$ cat config.mk
export PLATFORM = sky130hd
export DESIGN_NAME = keypad_press_tracker_unit_flat
export DESIGN_NICKNAME = d
export VERILOG_FILES = /design/src/rtl/kpt_pkg.sv /design/src/rtl/kpt_if.sv /design/src/rtl/kpt_ctrl.sv /design/src/rtl/kpt_dpath.sv /design/src/rtl/keypad_press_tracker_unit.sv /design/src/flat_wrapper.sv
export SDC_FILE = /design/constraint.sdc
export NUM_CORES = 1
export LEC_CHECK = 0
export BUFFER_PORTS_ARGS = -buffer_cell sky130_fd_sc_hd__buf_2
export CAP_MARGIN = 20
export CORE_UTILIZATION = 38
export CTS_CLUSTER_DIAMETER = 100
export DETAILED_ROUTE_END_ITERATION = 7
export PLACE_DENSITY_LB_ADDON = 0.3
export SETUP_SLACK_MARGIN = 0.1
export SLEW_MARGIN = 20
export SYNTH_ARGS = -nofsm -noshare
export SYNTH_HDL_FRONTEND = slang
export SYNTH_HIERARCHICAL = 1
export SYNTH_SLANG_ARGS = --single-unit
$ cat constraint.sdc
create_clock -name clk_i -period 5.8 [get_ports clk_i]
set_clock_uncertainty 0.15 [all_clocks]
set_input_delay 0.29 -clock clk_i [delete_from_list [all_inputs] [get_ports clk_i]]
set_output_delay 0.29 -clock clk_i [all_outputs]
set_load 0.03 [all_outputs]
$ cat src/rtl/kpt_pkg.sv
`timescale 1ns / 1ps
`default_nettype none

package kpt_pkg;

  localparam int unsigned NumKeys = 16;
  localparam int unsigned IdxW    = 4;
  localparam int unsigned CodeW   = 7;
  localparam int unsigned CntW    = 5;

  // ASCII codes, indexed by row*4+col
  localparam logic [CodeW-1:0] KeyTab [NumKeys] = '{
    7'h44, 7'h23, 7'h30, 7'h2A,   // D # 0 *
    7'h43, 7'h39, 7'h38, 7'h37,   // C 9 8 7
    7'h42, 7'h36, 7'h35, 7'h34,   // B 6 5 4
    7'h41, 7'h33, 7'h32, 7'h31    // A 3 2 1
  };

  typedef enum logic [1:0] {
    ST_IDLE,
    ST_SCAN,
    ST_FINISH
  } kpt_state_e;

  typedef struct packed {
    logic load;
    logic step;
    logic commit;
  } kpt_cmd_t;

  typedef struct packed {
    logic last_step;
    logic out_busy;
  } kpt_sts_t;

  // bit index is col*4+row; table is row-major
  function automatic logic [CodeW-1:0] kpt_code(input logic [IdxW-1:0] bit_idx);
    return KeyTab[{bit_idx[1:0], bit_idx[3:2]}];
  endfunction

endpackage

`default_nettype wire

$ cat src/rtl/kpt_if.sv
`timescale 1ns / 1ps
`default_nettype none

interface kpt_in_if;
  logic        valid;
  logic        ready;
  logic [15:0] pressed_now;

  modport source (output valid, output pressed_now, input ready);
  modport sink (input valid, input pressed_now, output ready);
endinterface

interface kpt_out_if;
  logic        valid;
  logic        ready;
  logic [6:0]  key_code;
  logic [4:0]  down_count;
  logic [15:0] down_map;

  modport source (output valid, output key_code, output down_count, output down_map,
                  input ready);
  modport sink (input valid, input key_code, input down_count, input down_map,
                output ready);
endinterface

`default_nettype wire

$ cat src/rtl/kpt_ctrl.sv
`timescale 1ns / 1ps
`default_nettype none

module kpt_ctrl
  import kpt_pkg::*;
(
  input  wire logic     clk_i,
  input  wire logic     rst_ni,
  input  wire logic     in_valid_i,
  output logic          in_ready_o,
  input  wire kpt_sts_t sts_i,
  output kpt_cmd_t      cmd_o
);

  kpt_state_e state_q, state_d;

  always_ff @(posedge clk_i or negedge rst_ni) begin
    if (!rst_ni) begin
      state_q <= ST_IDLE;
    end else begin
      state_q <= state_d;
    end
  end

  always_comb begin
    state_d    = state_q;
    in_ready_o = 1'b0;
    cmd_o      = '0;
    case (state_q)
      ST_IDLE: begin
        in_ready_o = 1'b1;
        if (in_valid_i) begin
          cmd_o.load = 1'b1;
          state_d    = ST_SCAN;
        end
      end
      ST_SCAN: begin
        cmd_o.step = 1'b1;
        if (sts_i.last_step) begin
          state_d = ST_FINISH;
        end
      end
      ST_FINISH: begin
        // wait for the output register to free up
        if (!sts_i.out_busy) begin
          cmd_o.commit = 1'b1;
          state_d      = ST_IDLE;
        end
      end
      default: begin
        state_d = ST_IDLE;
      end
    endcase
  end

endmodule

`default_nettype wire

$ cat src/rtl/kpt_dpath.sv
`timescale 1ns / 1ps
`default_nettype none

module kpt_dpath
  import kpt_pkg::*;
(
  input  wire logic        clk_i,
  input  wire logic        rst_ni,
  input  wire logic [15:0] pressed_now_i,
  input  wire kpt_cmd_t    cmd_i,
  output kpt_sts_t         sts_o,
  kpt_out_if.source        out_o
);

  logic [NumKeys-1:0] scan_q;
  logic [NumKeys-1:0] map_q, map_d;
  logic [CntW-1:0]    cnt_q, cnt_d;
  logic [CodeW-1:0]   last_q;
  logic [CodeW-1:0]   sel_q, sel_d;
  logic [IdxW-1:0]    idx_q;

  logic               out_valid_q;
  logic [CodeW-1:0]   out_code_q;
  logic [CntW-1:0]    out_cnt_q;
  logic [NumKeys-1:0] out_map_q;

  logic               now_bit, was_bit;
  logic [NumKeys-1:0] rel_map;
  logic [IdxW-1:0]    other_idx;
  logic [CodeW-1:0]   other_code;

  assign now_bit = scan_q[idx_q];
  assign was_bit = map_q[idx_q];

  // map as it stands if the current key is released
  assign rel_map = map_q & ~(NumKeys'(1) << idx_q);

  // after a release that leaves one key, rel_map is one-hot: encode its index
  always_comb begin
    other_idx = '0;
    for (int k = 0; k < NumKeys; k++) begin
      if (rel_map[k]) begin
        other_idx = other_idx | IdxW'(k);
      end
    end
  end

  assign other_code = kpt_code(other_idx);

  always_comb begin
    map_d = map_q;
    cnt_d = cnt_q;
    sel_d = sel_q;
    if (now_bit && !was_bit) begin
      map_d[idx_q] = 1'b1;
      cnt_d        = cnt_q + CntW'(1);
      if (cnt_q == CntW'(0)) begin
        sel_d = kpt_code(idx_q);
      end
    end else if (!now_bit && was_bit) begin
      map_d[idx_q] = 1'b0;
      cnt_d        = cnt_q - CntW'(1);
      if (cnt_q == CntW'(2) && other_code != last_q) begin
        sel_d = other_code;
      end
    end
  end

  always_ff @(posedge clk_i or negedge rst_ni) begin
    if (!rst_ni) begin
      map_q  <= '0;
      cnt_q  <= '0;
      last_q <= '0;
      idx_q  <= '0;
      sel_q  <= '0;
    end else begin
      if (cmd_i.load) begin
        idx_q <= '0;
        sel_q <= '0;
      end else if (cmd_i.step) begin
        map_q <= map_d;
        cnt_q <= cnt_d;
        sel_q <= sel_d;
        idx_q <= idx_q + IdxW'(1);
      end
      if (cmd_i.commit && (sel_q != '0 || cnt_q == '0)) begin
        last_q <= sel_q;
      end
    end
  end

  always_ff @(posedge clk_i) begin
    if (cmd_i.load) begin
      scan_q <= pressed_now_i;
    end
    if (cmd_i.commit) begin
      out_code_q <= sel_q;
      out_cnt_q  <= cnt_q;
      out_map_q  <= map_q;
    end
  end

  always_ff @(posedge clk_i or negedge rst_ni) begin
    if (!rst_ni) begin
      out_valid_q <= 1'b0;
    end else if (cmd_i.commit) begin
      out_valid_q <= 1'b1;
    end else if (out_o.ready) begin
      out_valid_q <= 1'b0;
    end
  end

  assign sts_o.last_step = (idx_q == IdxW'(NumKeys - 1));
  assign sts_o.out_busy  = out_valid_q && !out_o.ready;

  assign out_o.valid      = out_valid_q;
  assign out_o.key_code   = out_code_q;
  assign out_o.down_count = out_cnt_q;
  assign out_o.down_map   = out_map_q;

endmodule

`default_nettype wire

$ cat src/rtl/keypad_press_tracker_unit.sv
`timescale 1ns / 1ps
`default_nettype none
// Each input item is accepted in ST_IDLE, scanned in ST_SCAN and committed in ST_FINISH;
// the 16 keys are stepped one per cycle through a single compare/update stage, and the
// commit waits while the output register is busy. A new item is taken only back in ST_IDLE.
// An input item is taken while the previous result still waits in the output register.
// Reset (async, active low) clears the held-key map, count and last reported key.

module keypad_press_tracker_unit
  import kpt_pkg::*;
(
  input  wire logic clk_i,
  input  wire logic rst_ni,
  kpt_in_if.sink    in_i,
  kpt_out_if.source out_o
);

  kpt_cmd_t cmd;
  kpt_sts_t sts;
  logic     in_ready;

  assign in_i.ready = in_ready;

  kpt_ctrl u_ctrl (
    .clk_i      (clk_i),
    .rst_ni     (rst_ni),
    .in_valid_i (in_i.valid),
    .in_ready_o (in_ready),
    .sts_i      (sts),
    .cmd_o      (cmd)
  );

  kpt_dpath u_dpath (
    .clk_i         (clk_i),
    .rst_ni        (rst_ni),
    .pressed_now_i (in_i.pressed_now),
    .cmd_i         (cmd),
    .sts_o         (sts),
    .out_o         (out_o)
  );

endmodule

`default_nettype wire
$ cat src/flat_wrapper.sv
// flat-port wrapper written by rule: the top's interface ports become plain ports
module keypad_press_tracker_unit_flat import kpt_pkg::*;
  (clk_i, rst_ni, in_i_valid, in_i_pressed_now, in_i_ready, out_o_valid, out_o_key_code, out_o_down_count, out_o_down_map, out_o_ready);
  kpt_in_if in_i_i ();
  kpt_out_if out_o_i ();
  input  wire logic clk_i;
  input  wire logic rst_ni;
  input wire logic [$bits(in_i_i.valid)-1:0] in_i_valid;
  input wire logic [$bits(in_i_i.pressed_now)-1:0] in_i_pressed_now;
  output wire logic [$bits(in_i_i.ready)-1:0] in_i_ready;
  output wire logic [$bits(out_o_i.valid)-1:0] out_o_valid;
  output wire logic [$bits(out_o_i.key_code)-1:0] out_o_key_code;
  output wire logic [$bits(out_o_i.down_count)-1:0] out_o_down_count;
  output wire logic [$bits(out_o_i.down_map)-1:0] out_o_down_map;
  input wire logic [$bits(out_o_i.ready)-1:0] out_o_ready;
  assign in_i_i.valid = in_i_valid;
  assign in_i_i.pressed_now = in_i_pressed_now;
  assign in_i_ready = in_i_i.ready;
  assign out_o_valid = out_o_i.valid;
  assign out_o_key_code = out_o_i.key_code;
  assign out_o_down_count = out_o_i.down_count;
  assign out_o_down_map = out_o_i.down_map;
  assign out_o_i.ready = out_o_ready;
  keypad_press_tracker_unit u_core (.clk_i(clk_i), .rst_ni(rst_ni), .in_i(in_i_i), .out_o(out_o_i));
endmodule
======== Word level (Yosys, flattened, before mapping) ========
Memories as Yosys holds them, arrays and structs flattened.
Index checks and enable logic that the tools add are counted.
W data, S select, Z words.
operators by class
  div/mod/pow operators ................... 0
  multiplexer cells ....................... 49
  bitwise operators ....................... 8
  shifts and indexed selects .............. 1
  reductions and logical operators ........ 21
  add/sub/neg operators ................... 3
  order comparisons ....................... 4
  equal/unequal tests ..................... 9
  $mul .................................... 0
operators with widths
  kind                    count
  $mux W7                 10
  $mux W4                 10
  $and A16 B16 Y16        2
  $mux W16                2
  $not A16 Y16            2
  $or A16 B16 Y16         1
  $shl A1 B4 Y16 const A  1
  $mux W1                 12
  $mux W3                 4
  $ge A5 B5 Y1 const B    2
  $mux W2                 5
  $mux W5                 2
  $not A4 Y5              2
  $bmux W1 S4             2
  $ne A7 B7 Y1            1
  $reduce_bool A7 Y1      1
  $logic_and A1 B1 Y1     6
  $pmux W2 S3             1
  $reduce_and A3 Y1       2
  $reduce_bool A2 Y1      3
  $reduce_bool A3 Y1      2
  $add A5 B1 Y5 const B   1
  $eq A5 B2 Y1 const B    1
  $logic_not A5 Y1        1
  other kinds (16)        19
word-level totals
  flip-flop bits (word level) ............. 86
  ROM bits ................................ 224
  input port bits ......................... 20
  output and inout bits ................... 30
  memories ................................ 2
  word-level logic and storage cells ...... 108
  latch bits .............................. 0
  RAM bits ................................ 0
memory list
  name             depth  bits a word  rd ports  clocked after memory_dff  wr ports  line           source
  (no name shown)  16     7            1         0                         0         kpt_pkg.sv:38  return KeyTab[{bit_idx[1:0], bit_idx[3:2]}];
  (no name shown)  16     7            1         0                         0         kpt_pkg.sv:38

======== Longest topological paths before layout ========
Gate-level depths: netlist (run 1).
  depth after elaboration ................. 29
  gate-level depth with buffers ........... 15
  gate-level depth less buffers ........... 13

======== Modules after synthesis ========
Netlist (run 1), hierarchy kept.
by module, submodules not included
  module     cells an instance  area each (µm²)  instances  seq. area each (µm²)
  kpt_dpath  385                4605.7           1          2322.2
  kpt_ctrl   10                 105.1            1          50.0

======== Worst setup path after synthesis (run 1) ========
No wires, ideal clock.
  path type ............................... register to register
  from .................................... register u_core.u_dpath.out_valid_q (netlist: u_core/u_dpath/out_o.valid)
  to ...................................... register u_core.u_dpath.last_q[1]
  period minus slack after synthesis ...... 4354 ps
  path buffers ............................ 0
  cell stages (with the launch flop) ...... 5
  setup time .............................. 126 ps
  required time ........................... 5524 ps
  arrival time ............................ 4078 ps
  setup slack ............................. 1446 ps
  cells stage by stage .................... dfrtp_1 > nor2b_1 > nor3b_1 > o21ai_1 > mux2_2
RTL lines
  what                    line              source
  start, declared         kpt_dpath.sv:22   logic out_valid_q;
  start signal, assigned  kpt_dpath.sv:105  out_valid_q <= 1'b0;
  start signal, assigned  kpt_dpath.sv:107  out_valid_q <= 1'b1;
  start signal, assigned  kpt_dpath.sv:109  out_valid_q <= 1'b0;
  end signal, assigned    kpt_dpath.sv:87   last_q <= sel_q;
  end, declared           kpt_dpath.sv:18   logic [CodeW-1:0] last_q;

======== Final worst setup path (run 1) ========
  from .................................... register u_core.u_dpath.idx_q[0]
  to ...................................... register u_core.u_dpath.sel_q[6]
between the ends
  cells in the longest elaborated chain, start to end .. 27
  elaborated cells on any way between the ends .. 46
  classes of those cells .................. 2 x eq/ne; 1 x shift; 29 x mux; 4 x bitwise; 8 x reduce/logical; 2 x memory
ends and longest elaborated chain
  what                                                     line             source
  start, declared                                          kpt_dpath.sv:20  logic [IdxW-1:0] idx_q;
  start signal, assigned                                   kpt_dpath.sv:84  idx_q <= idx_q + IdxW'(1);
  branches (longest 27 deep; another with $shl A1 B4 Y16)  -
  end signal, assigned                                     kpt_dpath.sv:83  sel_q <= sel_d;
  end, declared                                            kpt_dpath.sv:19  logic [CodeW-1:0] sel_q, sel_d;
Several ways; the timed one is not identified. The select of a mux whose other input is x is not followed.
A chain may end at the register's enable or synchronous reset.

==> metrics.yaml, run 1 <==
postSynthNetCount: 439
instances_no_fill: 632
crit_path_frequent_cell: "sky130_fd_sc_hd__ha_1"
die_w_um: 113
crit_arrival_ps: 4850
antenna_cells: 0
globalplace.congestion: 0.868
crit_path_end: "u_core/u_dpath/sel_q[6]"
core-area_um2: 12100
synthesis.instances: 395
firstDrtPassIters: 4
yosysTopAreaCellShare_pct: 28.0
ff2ff_setup_slack_ps: 1030
layout-area-overhead-vs-synth_pct: 18.4
power.net_switching_uw: 1530
achievable-frequency_mhz: 210
groute.usage.overall_pct: 18.0
setup.worst_path.end_class: "flip-flop"
worst_slew_margin_rel_pct: 41.9
share_of_the_yosys_chip_area_belonging_to_registers_pct: 50.4
cts.sinks: 86
dieArea_um2: 12800
combinationalPowerShare_pct: 53.2
leakagePower_uw: 0.00222
post-route-util_pct: 46.2
clock_tree.root_cell: "sky130_fd_sc_hd__clkbuf_16"
layout_worst_path_cycle_share_pct: 82.2
wl_per_cell_um: 16.7
timing.reg2reg.worst_path_depth: 13
yosysTopAreaCell: "sky130_fd_sc_hd__edfxtp_1"
timing.critical_path.required_ps: 5890
crit_fanout: 20
timing.critical_path.from_type: "flip-flop"
start_util_pct: 39.1
tritoncts.num_buffers: 9
worstPathBufferInverterCount: 1
power.density_cell_area_nw_per_um2: 622
dieHeight_um: 113
worstReg2RegEnd: "u_core/u_dpath/sel_q[6]"
synth_area_um2: 4710
worst_path_dominant_cell_family: "compound AO/OA/AOI/OAI gates"
startpoint: "u_core/u_dpath/idx_q[0]"
postSynth.topFlopCell: "sky130_fd_sc_hd__edfxtp_1"
power.clock.fraction_pct: 15.6
cts.repair_timing.setup_buffer_count: 0
worstPathCellList: "ha_1 > ha_1 > nor2b_1 > a2111oi_0 > nand4_1 > inv_1 > ha_1 > xor2_1 > nor2_2 > a2111o_1 > a211o_1 > o32a_1 > o221a_1"
finalNetCount: 503
timing.setup.tns_ps: 0
grt_overflow: 0
number_of_top_level_pins: 50
tritoncts: "yes"
timing.final.hold_violations: 0
yosys-top-cells-area: "sky130_fd_sc_hd__edfxtp_1, sky130_fd_sc_hd__dfrtp_1, sky130_fd_sc_hd__ha_1"
drt_iter0_markers: 194
row_count: 40
insertion_delay_ps: 350
timing.max_cap.violations: 0
grt_max_degree: 43
setup-violations-final: 0
synth_cell_type_count: 69
internal_power_uw: 1940
outcome: "finished, final reports clean"
drt.antenna.violating_nets: 0
antenna_found_initial: 0
worst_pin_slew_ps: 871
edff_count_synth: 44
detailroute.via_count: 3377
timing.final.max_slew_violations: 0
ir_worst_vdd_v: 0.000266
layout-drive-gt1-share_pct: 22.6
drt_drc_violations_left: 0
cts.reportedPaths.clkPinSlew_ps: 60
fraction_of_synthesis_flops_using_an_asynchronous_set_or_reset_pin_pct: 48.8
vias_per_cell: 5.34
fill_cells: 1096
finalCriticalPeriod_ps: 4770
h-tree-depth: 3
critPathMaxStageDelay_ps: 910
worstSetupPathType: "reg -> reg"
r2r_start: "u_core/u_dpath/idx_q[0]"
timing.critical_path.slowest_stage_cell: "sky130_fd_sc_hd__dfrtp_1"
ys_seq_elements: 86
synthMostInstantiatedCell: "sky130_fd_sc_hd__edfxtp_1"
buffer_ports.inserted: 49
min-delay-path-class: "in -> reg"
synthesis.area_per_instance_um2: 11.9
synth.top_cells.by_count: "sky130_fd_sc_hd__edfxtp_1, sky130_fd_sc_hd__dfrtp_1, sky130_fd_sc_hd__nand2_1"
grt_pass1_wl_um: 17500
netSwitchingFraction_pct: 44.2
dp_cells: 599
hpwl_um: 7230
rsz0062_at_grt: "false"
number_of_global_route_vias_before_repair: 3319
min-delay-start: "in_i_valid"
max-clock-path-buffers: 2
sequentialPowerShare_pct: 31.2
detail_route.wirelength_um: 10600
ys.warnings.count: 6
path_depth: 13
## worst reg2reg max path, cell delays in order (launching register included)
cell,delay [ps]
sky130_fd_sc_hd__dfrtp_1,910
sky130_fd_sc_hd__ha_1,430
sky130_fd_sc_hd__ha_1,260
sky130_fd_sc_hd__nor2b_1,60
sky130_fd_sc_hd__a2111oi_0,420
sky130_fd_sc_hd__nand4_1,330
sky130_fd_sc_hd__inv_1,220
sky130_fd_sc_hd__ha_1,330
sky130_fd_sc_hd__xor2_1,210
sky130_fd_sc_hd__nor2_2,40
sky130_fd_sc_hd__a2111o_1,350
sky130_fd_sc_hd__a211o_1,320
sky130_fd_sc_hd__o32a_1,390
sky130_fd_sc_hd__o221a_1,240
## cells by family after synthesis
family	synth area share, %
AOI/OAI and AO/OA	14.1
muxes	10.1
DFF	50.4
adders and majority gates	6.53
and+or+nand+nor	13.9
buffers and inverters	2.58
xor gates and xnor gates	2.42
## cells in the final DEF, fill, tap and decap left out, types with 11 or more instances in the layout
| cell | instances |
|---|---|
| sky130_fd_sc_hd__ha_1 | 23 |
| sky130_fd_sc_hd__nand3_1 | 20 |
| sky130_fd_sc_hd__nor2_1 | 18 |
| sky130_fd_sc_hd__inv_1 | 12 |
| sky130_fd_sc_hd__nand2_1 | 41 |
| sky130_fd_sc_hd__buf_2 | 48 |
| sky130_fd_sc_hd__dfrtp_1 | 42 |
| sky130_fd_sc_hd__a21oi_1 | 11 |
| sky130_fd_sc_hd__dlygate4sd3_1 | 17 |
| sky130_fd_sc_hd__o21ai_0 | 27 |
| sky130_fd_sc_hd__edfxtp_1 | 44 |
## metal layers
metal | vias up | GRT usage (%) | wire length, um
li1 | 1622 | - | -
met1 | 1658 | 23.0 | 4740
met2 | 85 | 29.2 | 5160
met3 | 12 | 4.07 | 481
met4 | 0 | 8.42 | 199
met5 | - | 0 | 0
## worst min path at each step
stage	to	slack, ps	depth (start not counted)
after CTS	asynchronous set/reset pin	10	1
after global routing	u_core/u_ctrl/state_q[0]	100	3
after global placement	u_core/u_dpath/scan_q[15]	320	1
after floorplan	u_core/u_ctrl/state_q[0]	-160	0
final	u_core/u_ctrl/state_q[0]	90	3
after detailed placement	u_core/u_dpath/scan_q[9]	320	1
## stage by stage
| stage | instance area (um^2) | worst slack (ps) | hold slack [ps] | total power [uW] |
|---|---|---|---|---|
| finish | 5580 | 1030 | 87.2 | 3470 |
| floorplan | 4710 | 1450 | -156 | 2490 |
| global route | 5580 | 633 | 95.5 | 3740 |
| CTS | 5560 | 1030 | 10.4 | 3490 |
| detailed placement | 5120 | 1040 | 318 | 2920 |
| global placement | 5120 | 1170 | 316 | 2880 |
## timing repair
item,in CTS,in global routing
resized for setup,0,0
hold endpoints to repair,16,42
hold buffers,16,1
## layout make-up
| cell class | instances | area, um^2 | area share (%) |
|---|---|---|---|
| timing repair buffer | 69 | 440 | 7.90 |
| clock inverter | 3 | 20.0 | 0.359 |
| inverter | 12 | 45.0 | 0.808 |
| clock buffer | 13 | 260 | 4.67 |
| multi-input combinational | 281 | 2230 | 39.9 |
| tap | 168 | 210 | 3.77 |
| sequential | 86 | 2370 | 42.5 |
## power by group through the flow
stage,combinational (uW),clock [uW],sequential (uW)
3_3_place_gp,1790,0,1090
3_5_place_dp,1830,0,1090
2_1_floorplan,1540,0,946
4_1_cts,1850,559,1080
5_1_grt,2050,579,1120
6_report,1850,541,1080
Power figures use the tool's default switching activity.
==> run 2, diff against run 1 <==
Clock period 5.8 ns to 4.64 ns, I/O delays scaled along.
==> metrics.yaml, run 2 (synthesis results as in run 1) <==
setup-violations-final: 0  # unchanged
worstSetupPathType: "reg -> reg"
dieHeight_um: 113  # unchanged
tritoncts: "yes"
buffer_ports.inserted: 49  # unchanged
most_used_cells_in_the_layout_excluding_fill_and_tap_cells: "sky130_fd_sc_hd__buf_2, sky130_fd_sc_hd__edfxtp_1, sky130_fd_sc_hd__nand2_1, sky130_fd_sc_hd__dfrtp_1, sky130_fd_sc_hd__o21ai_0"
drt.antenna.violating_nets: 0  # unchanged
firstDrtPassIters: 5  # +1
timing.setup.tns_ps: 0  # unchanged
die_w_um: 113  # unchanged
drt_drc_violations_left: 0  # unchanged
detailroute.via_count: 3453  # +2.3%
ir_worst_vdd_v: 0.000266  # about the same
cts.sinks: 86  # unchanged
timing.reg2reg.worst_path_depth: 11  # -2
power.clock.fraction_pct: 15.8  # +0.2 points
ff2ff_setup_slack_ps: 340  # -700 ps
number_of_global_route_vias_before_repair: 3359  # +1.2%
timing.final.max_slew_violations: 0  # unchanged
crit_fanout: 11  # -45%
wl_per_cell_um: 16.4  # -1.8%
worstReg2RegEnd: "u_core/u_dpath/sel_q[6]"
finalInstanceArea_um2: 5660  # +1.5%
fill_cells: 1070  # -2.4%
layout_worst_path_cycle_share_pct: 92.7  # +11 points
combinationalPowerShare_pct: 55.5  # +2.3 points
start_util_pct: 39.1  # unchanged
min-delay-path-class: "in -> reg"
setup.worst_path.end_class: "flip-flop"
grt_pass1_wl_um: 17500  # +0.39%
crit_arrival_ps: 4380  # -470 ps
antenna_cells: 0  # unchanged
tritoncts.num_buffers: 9  # unchanged
outcome: "finished, final reports clean"
antenna_found_initial: 0  # unchanged
netSwitchingFraction_pct: 43.8  # -0.45 points
detail_route.wirelength_um: 10500  # -0.43%
sequentialPowerShare_pct: 28.7  # -2.5 points
cts.repair_timing.setup_buffer_count: 0  # unchanged
post-route-util_pct: 46.9  # +0.67 points
placed_area_um2: 5190  # +1.3%
globalplace.congestion: 0.893  # +2.9%
startpoint: "u_core/u_dpath/idx_q[1]"
layout-area-overhead-vs-synth_pct: 20.1
design_power_uw: 4440  # +28%
worst_pin_slew_ps: 958  # +86.3 ps
worst_slew_margin_rel_pct: 36.2  # -5.8 points
clock_tree.root_cell: "sky130_fd_sc_hd__clkbuf_16"
grt_overflow: 0  # unchanged
grt_max_degree: 43  # unchanged
hpwl_um: 7380  # +2.1%
groute.usage.overall_pct: 17.9  # -0.16 points
rsz0062_at_grt: "false"
drt_iter0_markers: 223  # +15%
dieArea_um2: 12800  # unchanged
insertion_delay_ps: 340  # about the same
fin_hold_ws_ps: 18.3  # -68.9 ps
vias_per_cell: 5.39  # +0.81%
max-clock-path-buffers: 2  # unchanged
r2r_start: "u_core/u_dpath/idx_q[1]"
achievable-frequency_mhz: 232  # +11%
internal_power_uw: 2500  # +29%
finalCriticalPeriod_ps: 4300  # -462 ps
layout-drive-gt1-share_pct: 24.5  # +1.9 points
finalNetCount: 512  # +1.8%
power.net_switching_uw: 1940  # +27%
timing.critical_path.required_ps: 4710  # -1180 ps
row_count: 40  # unchanged
cts.reportedPaths.clkPinSlew_ps: 60  # about the same
timing.max_cap.violations: 0  # unchanged
crit_path_end: "u_core/u_dpath/sel_q[6]"
number_of_top_level_pins: 50  # unchanged
leakagePower_uw: 0.00228  # +2.3%
core-area_um2: 12100  # unchanged
timing.critical_path.from_type: "flip-flop"
most_common_cell_after_layout_fill_and_taps_aside: "sky130_fd_sc_hd__buf_2"
h-tree-depth: 3  # unchanged
power.density_cell_area_nw_per_um2: 785  # +26%
timing.final.hold_violations: 0  # unchanged
==> run 2: metrics by stage <==
step / worst slack [ps] / cells
floorplan: 286 / 395
global placement: 417 / 608
detailed placement: 275 / 608
CTS: 229 / 641
global route: 129 / 641
finish: 337 / 641
==> run 2: worst max-delay path, cell delays in order, from the launching register on <==
cell and delay [ps]:
sky130_fd_sc_hd__dfrtp_2 490, sky130_fd_sc_hd__ha_1 340, sky130_fd_sc_hd__ha_1 260, sky130_fd_sc_hd__nor2b_1 60, sky130_fd_sc_hd__a2111oi_0 410, sky130_fd_sc_hd__nand4_1 340, sky130_fd_sc_hd__ha_1 480, sky130_fd_sc_hd__a211o_1 280
sky130_fd_sc_hd__a2111o_1 400, sky130_fd_sc_hd__a211o_1 350, sky130_fd_sc_hd__o32a_1 380, sky130_fd_sc_hd__o221a_1 240
==> run 2: area by class of cell <==
type | instances | area, um^2 | area share [%]
flip-flops and latches | 86 | 2370 | 42.0
clock inverters | 3 | 25.0 | 0.442
clock buffers | 13 | 270 | 4.78
multi-input cells | 281 | 2230 | 39.4
inverters | 12 | 45.0 | 0.796
well taps | 168 | 210 | 3.72
repair buffers | 78 | 505 | 8.94
==> run 2: timing repair <==
action                                  4_1_cts  5_1_grt
gates resized for setup                       0        1
endpoints found under the hold margin        58        0
hold buffers                                 17        0
endpoints found under the setup margin        0        7
==> run 2: worst min path at each step <==
stage                        start                        to  slack [ps]  depth (start not counted)
5_1_grt                 in_i_valid  u_core/u_ctrl/state_q[0]          30                          3
3_3_place_gp   in_i_pressed_now[3]  u_core/u_dpath/scan_q[3]         260                          1
6_report                in_i_valid  u_core/u_ctrl/state_q[0]          20                          3
2_1_floorplan               rst_ni  u_core/u_ctrl/state_q[0]        -210                          0
4_1_cts                 in_i_valid  u_core/u_ctrl/state_q[0]           2                          3
3_5_place_dp   in_i_pressed_now[7]  u_core/u_dpath/scan_q[7]         260                          1
==> run 2: power groups by stage <==
stage / clock (uW) / sequential [uW] / combinational [uW]
2_1_floorplan: 0 / 1180 / 1930
3_3_place_gp: 0 / 1280 / 2380
3_5_place_dp: 0 / 1290 / 2430
4_1_cts: 723 / 1270 / 2450
5_1_grt: 757 / 1300 / 2720
6_report: 702 / 1280 / 2460
==> run 2: metal layers <==
layer	up-vias	part of all wire [%]	GRT usage, %
li1	1641	-	-
met3	16	4.8	4.28
met4	0	2.1	6.93
met5	-	0	0
met1	1674	45	23.1
met2	122	49	29.0
